File: config.mk
export PLATFORM = sky130hd
export DESIGN_NAME = i2c_master_transfer_sequencer
export DESIGN_NICKNAME = d
export VERILOG_FILES = /design/src/i2cms_pkg.sv /design/src/i2cms_ram.sv /design/src/i2cms_ctrl.sv /design/src/i2c_master_transfer_sequencer.sv
export SDC_FILE = /design/constraint.sdc
export NUM_CORES = 2
export LEC_CHECK = 0
export BUFFER_PORTS_ARGS = -buffer_cell sky130_fd_sc_hd__buf_4
export CAP_MARGIN = 40
export CORE_MARGIN = 3
export CORE_UTILIZATION = 50
export CTS_BUF_LIST = sky130_fd_sc_hd__clkbuf_8 sky130_fd_sc_hd__clkbuf_16
export DETAILED_ROUTE_END_ITERATION = 12
export PLACE_DENSITY = 0.65
export RECOVER_POWER = 25
export SLEW_MARGIN = 20
export SYNTH_ARGS = -nofsm -noshare
export SYNTH_HDL_FRONTEND = slang
export SYNTH_HIERARCHICAL = 1
export SYNTH_SLANG_ARGS = --single-unit
File: constraint.sdc
create_clock -name clk -period 5.15 [get_ports clk]
set_input_delay 0.7725 -clock clk [delete_from_list [all_inputs] [get_ports clk]]
set_output_delay 0.7725 -clock clk [all_outputs]
set_load 0.03 [all_outputs]
File: src/i2cms_pkg.sv
// Package with the shared codes and the result record of the I2C transfer sequencer.
`default_nettype none
package i2cms_pkg;

    localparam logic [1:0] KIND_LOAD  = 2'd0;
    localparam logic [1:0] KIND_START = 2'd1;
    localparam logic [1:0] KIND_EVENT = 2'd2;

    localparam logic [2:0] ACT_NONE    = 3'd0;
    localparam logic [2:0] ACT_START   = 3'd1;
    localparam logic [2:0] ACT_RESTART = 3'd2;
    localparam logic [2:0] ACT_WRITE   = 3'd3;
    localparam logic [2:0] ACT_RECV    = 3'd4;
    localparam logic [2:0] ACT_STOP    = 3'd5;

    localparam logic [1:0] ST_OK   = 2'd0;
    localparam logic [1:0] ST_BUSY = 2'd1;
    localparam logic [1:0] ST_NACK = 2'd2;

    // One result record. When use_buf is set, the byte comes from the
    // write buffer read that was issued with the transaction.
    typedef struct packed {
        logic [2:0] action;
        logic [7:0] out_byte;
        logic       use_buf;
        logic       ack_off;
        logic       rx_valid;
        logic [7:0] rx_byte;
        logic [7:0] rx_pos;
        logic       done_res;
        logic [8:0] bytes_done;
        logic [1:0] status;
    } res_t;

endpackage
`default_nettype wire

File: src/i2cms_ram.sv
// Generic simple dual-port RAM with one write port and a registered read port.
`default_nettype none
module i2cms_ram #(
    parameter int WIDTH = 8,
    parameter int DEPTH = 256
) (
    input  wire logic                     clk,
    input  wire logic                     we,
    input  wire logic [$clog2(DEPTH)-1:0] waddr,
    input  wire logic [WIDTH-1:0]         wdata,
    input  wire logic                     re,
    input  wire logic [$clog2(DEPTH)-1:0] raddr,
    output logic      [WIDTH-1:0]         rdata
);

    logic [WIDTH-1:0] mem [DEPTH];
    logic [WIDTH-1:0] rdata_reg;

    always_ff @(posedge clk)
    begin
        if (we)
        begin
            mem[waddr] <= wdata;
        end
        if (re)
        begin
            rdata_reg <= mem[raddr];
        end
    end

    assign rdata = rdata_reg;

endmodule
`default_nettype wire

File: src/i2cms_ctrl.sv
// Transfer state registers and the per-transaction decision of the sequencer.
`default_nettype none
module i2cms_ctrl #(
    parameter int BUF_DEPTH = 256
) (
    input  wire logic                         clk,
    input  wire logic                         rst_n,
    input  wire logic                         accept,
    input  wire logic [1:0]                   kind,
    input  wire logic [6:0]                   dev_addr,
    input  wire logic [7:0]                   tx_count,
    input  wire logic [7:0]                   rx_count,
    input  wire logic                         bus_busy,
    input  wire logic                         nack,
    input  wire logic [7:0]                   rx_value,
    output i2cms_pkg::res_t                   res,
    output logic                              buf_re,
    output logic      [$clog2(BUF_DEPTH)-1:0] buf_raddr
);
    import i2cms_pkg::*;

    localparam int AW = $clog2(BUF_DEPTH);

    typedef enum logic [1:0] {
        PH_IDLE = 2'd0,
        PH_ADDR = 2'd1,
        PH_TX   = 2'd2,
        PH_RX   = 2'd3
    } phase_t;

    phase_t     phase_reg, phase_next;
    logic [7:0] write_pos_reg, write_pos_next;
    logic [7:0] read_pos_reg, read_pos_next;
    logic [7:0] write_total_reg, write_total_next;
    logic [7:0] read_total_reg, read_total_next;
    logic [6:0] target_addr_reg, target_addr_next;

    logic [7:0] wp_inc;
    logic [7:0] rd_pos;
    logic       rd_pos_ok;
    logic       want_buf;

    assign wp_inc = 8'(write_pos_reg + 8'd1);

    always_comb
    begin
        phase_next       = phase_reg;
        write_pos_next   = write_pos_reg;
        read_pos_next    = read_pos_reg;
        write_total_next = write_total_reg;
        read_total_next  = read_total_reg;
        target_addr_next = target_addr_reg;
        res              = '0;
        want_buf         = 1'b0;
        rd_pos           = write_pos_reg;

        unique case (kind)
            KIND_LOAD:
            begin
                // The buffer write itself is done next to the memory.
            end
            KIND_START:
            begin
                if (bus_busy || phase_reg != PH_IDLE)
                begin
                    res.done_res = 1'b1;
                    res.status   = ST_BUSY;
                end
                else
                begin
                    target_addr_next = dev_addr;
                    write_total_next = tx_count;
                    read_total_next  = rx_count;
                    write_pos_next   = 8'd0;
                    read_pos_next    = 8'd0;
                    phase_next       = PH_ADDR;
                    res.action       = ACT_START;
                    res.out_byte     = {dev_addr, (tx_count == 8'd0)};
                end
            end
            KIND_EVENT:
            begin
                unique case (phase_reg)
                    PH_IDLE:
                    begin
                    end
                    PH_ADDR:
                    begin
                        if (nack)
                        begin
                            res.action = ACT_STOP;
                            res.status = ST_NACK;
                            res.done_res = 1'b1;
                            phase_next = PH_IDLE;
                        end
                        else if (write_pos_reg < write_total_reg)
                        begin
                            phase_next = PH_TX;
                            res.action = ACT_WRITE;
                            want_buf   = 1'b1;
                            rd_pos     = write_pos_reg;
                        end
                        else if (read_pos_reg < read_total_reg)
                        begin
                            phase_next  = PH_RX;
                            res.action  = ACT_RECV;
                            res.ack_off = (read_total_reg == 8'd1);
                        end
                        else
                        begin
                            res.action   = ACT_STOP;
                            res.status   = ST_OK;
                            res.done_res = 1'b1;
                            phase_next   = PH_IDLE;
                        end
                    end
                    PH_TX:
                    begin
                        if (nack)
                        begin
                            res.action   = ACT_STOP;
                            res.status   = ST_NACK;
                            res.done_res = 1'b1;
                            phase_next   = PH_IDLE;
                        end
                        else
                        begin
                            write_pos_next = wp_inc;
                            if (wp_inc >= write_total_reg)
                            begin
                                if (read_total_reg != 8'd0)
                                begin
                                    phase_next   = PH_ADDR;
                                    res.action   = ACT_RESTART;
                                    res.out_byte = {target_addr_reg, 1'b1};
                                end
                                else
                                begin
                                    res.action   = ACT_STOP;
                                    res.status   = ST_OK;
                                    res.done_res = 1'b1;
                                    phase_next   = PH_IDLE;
                                end
                            end
                            else
                            begin
                                res.action = ACT_WRITE;
                                want_buf   = 1'b1;
                                rd_pos     = wp_inc;
                            end
                        end
                    end
                    PH_RX:
                    begin
                        res.rx_valid  = 1'b1;
                        res.rx_byte   = rx_value;
                        res.rx_pos    = read_pos_reg;
                        read_pos_next = 8'(read_pos_reg + 8'd1);
                        if ({1'b0, read_total_reg} == 9'(read_pos_reg) + 9'd2)
                        begin
                            res.ack_off = 1'b1;
                        end
                        else if ({1'b0, read_total_reg} <= 9'(read_pos_reg) + 9'd1)
                        begin
                            res.action   = ACT_STOP;
                            res.status   = ST_OK;
                            res.done_res = 1'b1;
                            phase_next   = PH_IDLE;
                        end
                    end
                endcase
            end
            default:
            begin
            end
        endcase

        if (res.done_res && phase_next == PH_IDLE && res.status != ST_BUSY)
        begin
            res.bytes_done = 9'(write_pos_next) + 9'(read_pos_next);
        end

        // A position past the end of the buffer sends a zero byte.
        rd_pos_ok   = {1'b0, rd_pos} < 9'(BUF_DEPTH);
        res.use_buf = want_buf && rd_pos_ok;
    end

    assign buf_re    = accept && res.use_buf;
    assign buf_raddr = rd_pos[AW-1:0];

    always_ff @(posedge clk or negedge rst_n)
    begin
        if (!rst_n)
        begin
            phase_reg       <= PH_IDLE;
            write_pos_reg   <= 8'd0;
            read_pos_reg    <= 8'd0;
            write_total_reg <= 8'd0;
            read_total_reg  <= 8'd0;
            target_addr_reg <= 7'd0;
        end
        else if (accept)
        begin
            phase_reg       <= phase_next;
            write_pos_reg   <= write_pos_next;
            read_pos_reg    <= read_pos_next;
            write_total_reg <= write_total_next;
            read_total_reg  <= read_total_next;
            target_addr_reg <= target_addr_next;
        end
    end

endmodule
`default_nettype wire

File: src/i2c_master_transfer_sequencer.sv
// Top level of the I2C master write-then-read transfer sequencer.
// After its transaction is accepted, a result passes through the s1 register, which waits for
// the registered write buffer read, and then through the output register.
// Throughput: one transaction per cycle, sustained as long as results are taken.
// Reset clears the phase, positions, counts and address; buffer contents stay undefined.
`default_nettype none
module i2c_master_transfer_sequencer #(
    parameter int BUF_DEPTH = 256
) (
    input  wire logic       clk,
    input  wire logic       rst_n,

    input  wire logic       item_valid,
    output logic            item_stall,
    input  wire logic [1:0] kind,
    input  wire logic [6:0] dev_addr,
    input  wire logic [7:0] tx_count,
    input  wire logic [7:0] rx_count,
    input  wire logic [7:0] buf_index,
    input  wire logic [7:0] buf_value,
    input  wire logic       bus_busy,
    input  wire logic       nack,
    input  wire logic [7:0] rx_value,

    output logic            result_valid,
    input  wire logic       result_stall,
    output logic [2:0]      action,
    output logic [7:0]      out_byte,
    output logic            ack_off,
    output logic            rx_valid,
    output logic [7:0]      rx_byte,
    output logic [7:0]      rx_pos,
    output logic            done_res,
    output logic [8:0]      bytes_done,
    output logic [1:0]      status
);
    import i2cms_pkg::*;

    localparam int AW = $clog2(BUF_DEPTH);

    // The pipeline has two registers: s1 holds the decision while the buffer
    // read completes, and the output register holds the finished result.
    // Because the transfer state is updated when a transaction is accepted,
    // the next transaction sees it at once and no interlock is needed.
    // A load writes the buffer at its accept edge; a later read of the same
    // entry is issued at a later edge and sees the new byte.

    logic            item_accept;
    logic            s1_advance;
    logic            s1_valid_reg, s1_valid_next;
    res_t            s1_res_reg;
    res_t            ctrl_res;
    res_t            out_reg;
    logic            result_valid_reg, result_valid_next;
    logic            buf_re;
    logic [AW-1:0]   buf_raddr;
    logic [7:0]      buf_rdata;
    logic            buf_we;

    // s1 moves on when the output register is empty or being emptied.
    assign s1_advance  = s1_valid_reg && (!result_valid_reg || !result_stall);
    assign item_stall  = s1_valid_reg && !s1_advance;
    assign item_accept = item_valid && !item_stall;

    assign buf_we = item_accept && (kind == KIND_LOAD) && ({1'b0, buf_index} < 9'(BUF_DEPTH));

    i2cms_ctrl #(
        .BUF_DEPTH (BUF_DEPTH)
    ) u_ctrl (
        .clk        (clk),
        .rst_n      (rst_n),
        .accept     (item_accept),
        .kind       (kind),
        .dev_addr   (dev_addr),
        .tx_count   (tx_count),
        .rx_count   (rx_count),
        .bus_busy   (bus_busy),
        .nack       (nack),
        .rx_value   (rx_value),
        .res        (ctrl_res),
        .buf_re     (buf_re),
        .buf_raddr  (buf_raddr)
    );

    // The read port is enabled only at accept, so its data holds while s1 waits.
    i2cms_ram #(
        .WIDTH (8),
        .DEPTH (BUF_DEPTH)
    ) u_buf (
        .clk   (clk),
        .we    (buf_we),
        .waddr (buf_index[AW-1:0]),
        .wdata (buf_value),
        .re    (buf_re),
        .raddr (buf_raddr),
        .rdata (buf_rdata)
    );

    always_comb
    begin
        s1_valid_next = item_accept || (s1_valid_reg && !s1_advance);
        if (s1_advance)
        begin
            result_valid_next = 1'b1;
        end
        else if (result_valid_reg && !result_stall)
        begin
            result_valid_next = 1'b0;
        end
        else
        begin
            result_valid_next = result_valid_reg;
        end
    end

    always_ff @(posedge clk or negedge rst_n)
    begin
        if (!rst_n)
        begin
            s1_valid_reg     <= 1'b0;
            result_valid_reg <= 1'b0;
        end
        else
        begin
            s1_valid_reg     <= s1_valid_next;
            result_valid_reg <= result_valid_next;
        end
    end

    always_ff @(posedge clk)
    begin
        if (item_accept)
        begin
            s1_res_reg <= ctrl_res;
        end
        if (s1_advance)
        begin
            out_reg <= s1_res_reg;
            if (s1_res_reg.use_buf)
            begin
                out_reg.out_byte <= buf_rdata;
            end
        end
    end

    assign result_valid = result_valid_reg;
    assign action       = out_reg.action;
    assign out_byte     = out_reg.out_byte;
    assign ack_off      = out_reg.ack_off;
    assign rx_valid     = out_reg.rx_valid;
    assign rx_byte      = out_reg.rx_byte;
    assign rx_pos       = out_reg.rx_pos;
    assign done_res     = out_reg.done_res;
    assign bytes_done   = out_reg.bytes_done;
    assign status       = out_reg.status;

endmodule
`default_nettype wire
==> impl_metrics.py <==
metrics = {
    "global_route": {
        "grt_max_degree": 161,
        "grt_pass1_vias": 45100,
        "grt-ovfl-total": 0,
        "grt_util_all_layers": 0.246,
        "antenna_found_initial": 8,
        "grt_pass1_wl_mm": 319,
    },
    "setup_path": {
        "r2r_slack_ns": 0.05,
        "cp-endpoint": "u_buf/rdata[5]$_DFFE_PP_",
        "worstPathArrival_ns": 5.75,
        "cp_max_fo": 32,
        "critPathRequiredTime_ns": 5.80,
        "r2r_end": "u_buf/rdata[5]$_DFFE_PP_",
        "setup.worst_path.end_class": "register",
        "critPathLaunchType": "register",
        "crit_type": "register to register",
        "critPathLaunch": "u_ctrl/write_pos_reg[0]$_DFFE_PN0P_",
        "r2r_cells": 20,
        "r2r_start": "u_ctrl/write_pos_reg[0]$_DFFE_PN0P_",
    },
    "floorplan": {
        "rows": 152,
        "die_h_um": 422,
        "ios": 98,
        "die_area_sq_um": 178000,
        "fp.dieW_um": 422,
        "start_util": 0.504,
        "core_area_sq_um": 172000,
    },
    "logic_synthesis": {
        "synthArstFlopShare": 0.0197,
        "synth-seq-cells": 2182,
        "synth_top_area_frac": 0.741,
        "ys_seq_area_frac": 0.754,
        "syn_avg_cell_area_sq_um": 20.1,
        "ys_types": 96,
        "synth_flop_cell": "edfxtp_1",
        "syn-num-nets": 4421,
        "postSynthCellCount": 4314,
        "yosys.area_share.simple": 0.0345,
        "synthAdderAreaFrac": 0.00760,
        "yosysMostFrequentCell": "edfxtp_1",
        "synth_edf_count": 2139,
        "synth_compound_area_frac": 0.0406,
        "yosysTopAreaCell": "edfxtp_1",
        "synth_top_family_by_area": "multiplexers",
        "synthMuxAreaShare": 0.140,
        "syn_area_sq_um": 86600,
        "synth_commonest_cells": "edfxtp_1 (2139), mux4_2 (454), nor2_1 (309), mux2i_1 (134), a22oi_1 (133)",
        "ys_warn_count": 6,
        "yosys-top-cells-area": "edfxtp_1 (74%), mux4_2 (12%), mux2i_1 (1.5%), nor2_1 (1.3%), dfrtp_1 (1.2%)",
        "synth_xor_area_frac": 0.00321,
    },
    "sta": {
        "finalHoldViolCount": 0,
        "finalMaxSlewViolations": 1112,
        "layout_min_cycle_time_ns": 5.10,
        "period_share": 0.990,
        "worstMarginPinSlew_ns": 5.10,
        "setup_viol": 0,
        "max-slew-margin-rel": -2.40,
        "fin_tns_setup_ns": 0,
        "setup_ws_ns": 0.0535,
        "fmax_mhz": 196,
        "clock_skew_ns": 0.0362,
    },
    "cts": {
        "htreeDepth": 4,
        "cts.path.max_buffers": 3,
        "clock_latency_ns": 0.85,
        "cts_buffers": 213,
        "clk_pin_slew_ns": 0.06,
        "ctsRootBufferMaster": "clkbuf_16",
        "cts.sinks": 2182,
        "cts_tree": "done",
    },
    "power": {
        "peakVddDrop_uv": 401,
        "p_sw_mw": 9.18,
        "seqPwrFrac": 0.499,
        "powerDensity_nw_per_um2": 392,
        "internal-power_mw": 30.4,
        "swShare": 0.232,
        "clockPowerShare": 0.382,
        "power_leakage_nw": 32.2,
        "pwr-share-comb": 0.119,
    },
    "placement": {
        "place_hpwl_mm": 141,
        "place_ws_ns": -0.401,
        "gp_congestion": 0.905,
        "port_buffers": 97,
    },
    "drt": {
        "via_per_inst": 6.19,
        "first_pass_iters": 6,
        "vias": 45500,
        "routedWlPerCell_um": 30.2,
        "route.detailed.drc": 0,
        "initialDrtViolationCount": 5552,
        "ant_nets": 0,
        "wirelength_mm": 221,
    },
    "cells_and_area": {
        "seq_area_sq_um": 65300,
        "nets": 4957,
        "syn2layout_area_growth_pct": 16.5,
        "fillers": 12500,
        "largest_register_ff_count": 2048,
        "multi_input_area_sq_um": 20300,
        "drive_gt1_frac": 0.303,
    },
    "run_status": {
        "failed_checks": "capacitance limit, slew limit",
        "status": "finished with violations",
    },
    "min_path": {
        "worst_hold_path_type": "input port to register",
    },
    "job": {
        "maxCapViolCount": 13,
    },
}
-- power by group through the flow --
stage          Clock, mW  Sequential, mW  Combinational (mW)
6_report            15.1            19.8                4.72
5_1_grt             16.1            19.8                5.00
4_1_cts             15.4            19.7                4.55
3_5_place_dp           0            20.1                4.39
3_3_place_gp           0            20.1                4.33
2_1_floorplan          0            20.1                2.88
-- per-stage QoR --
step / hold WS (ns) / cell area [sq um] / instances / power [mW] / utilization
2_1_floorplan: 0.400 / 86600 / 4314 / 23.0 / -
3_5_place_dp: 0.405 / 92700 / 6866 / 24.5 / 0.539
5_1_grt: 0.122 / 101000 / 7336 / 40.9 / 0.587
4_1_cts: 0.0788 / 100000 / 7268 / 39.7 / 0.582
3_3_place_gp: 0.400 / 92300 / 6824 / 24.4 / 0.537
6_report: 0.142 / 101000 / 7338 / 39.6 / 0.587
-- worst min-delay path by stage --
stage / startpoint / end / slack (ns) / depth (start not counted)
final: item_valid / s1_valid_reg$_DFF_PN0_ / 0.14 / 2
after global routing: item_valid / s1_valid_reg$_DFF_PN0_ / 0.12 / 2
after CTS: item_valid / s1_valid_reg$_DFF_PN0_ / 0.08 / 2
after detailed placement: s1_res_reg[3]$_DFFE_PP_ / bytes_done[1]$_DFFE_PP_ / 0.40 / 0
after global placement: s1_res_reg[21]$_DFFE_PP_ / rx_byte[1]$_DFFE_PP_ / 0.40 / 0
after floorplan: s1_res_reg[29]$_DFFE_PP_ / ack_off$_DFFE_PP_ / 0.40 / 0
-- kinds of logic (layout without fill, tap and decap cells) --
group                      after synthesis  in the layout
DFF                                   2182           2182
muxes                                  636            636
and+or+nand+nor                        625            625
AOI/OAI and AO/OA                      497            497
buffers and inverters                  292           1003
adders and majority gates               52             52
xor gates and xnor gates                30             30
other                                    0              3
-- worst max-delay path, cell delays in order (launching register included) --
cell and delay, ns:
dfrtp_1 0.35, buf_6 0.13, ha_4 0.16, nand3_4 0.09
xnor2_2 0.15, ha_2 0.18, or4_4 0.53, o2111ai_4 0.24
o21bai_4 0.10, nor2_2 0.13, buf_6 0.15, mux2_8 0.46
buf_12 0.22, or2b_1 0.22, buf_4 0.26, o221ai_2 0.29
a21oi_1 0.15, o32ai_1 0.48, nor3_1 0.12, buf_4 0.17
nor4_1 0.27
-- repair_timing --
action                                 4_1_cts  5_1_grt
endpoints found under the hold margin       43        0
setup buffers                                9       19
resized for setup                           61       94
hold buffers                                 1        0
cloned                                       2        3
setup endpoints to repair                    8        8
pin swaps                                    8       29
-- metal layers --
layer	up-vias	wire [um]	share of wire	GRT usage
met5	-	160	0.00072	0.00565
met4	6	6420	0.029	0.0708
met3	377	22200	0.10	0.0591
met2	2206	106000	0.48	0.385
met1	23900	86800	0.39	0.348
li1	19000	-	-	-
-- cell usage in the layout (no fill, tap or decap), drive strengths merged, types with 50 or more instances in the layout --
cell type and n:
a21oi 111, mux4 456, clkinv 99, mux2i 134, edfxtp 2139, nand2 74
nor2 309, buf 560, o21ai 50, inv 75, a22oi 133, ha 51
clkbuf 238
-- layout make-up --
cell class | count | area share
Sequential cell | 2182 | 0.647
Multi-Input combinational cell | 1840 | 0.201
Clock buffer | 222 | 0.0541
Timing Repair Buffer | 578 | 0.0539
Tap cell | 2310 | 0.0286
Clock inverter | 168 | 0.0135
Inverter | 35 | 0.00130
Antenna cell | 3 | 0.0000744
No activity file was read; power rests on OpenSTA's default activity.
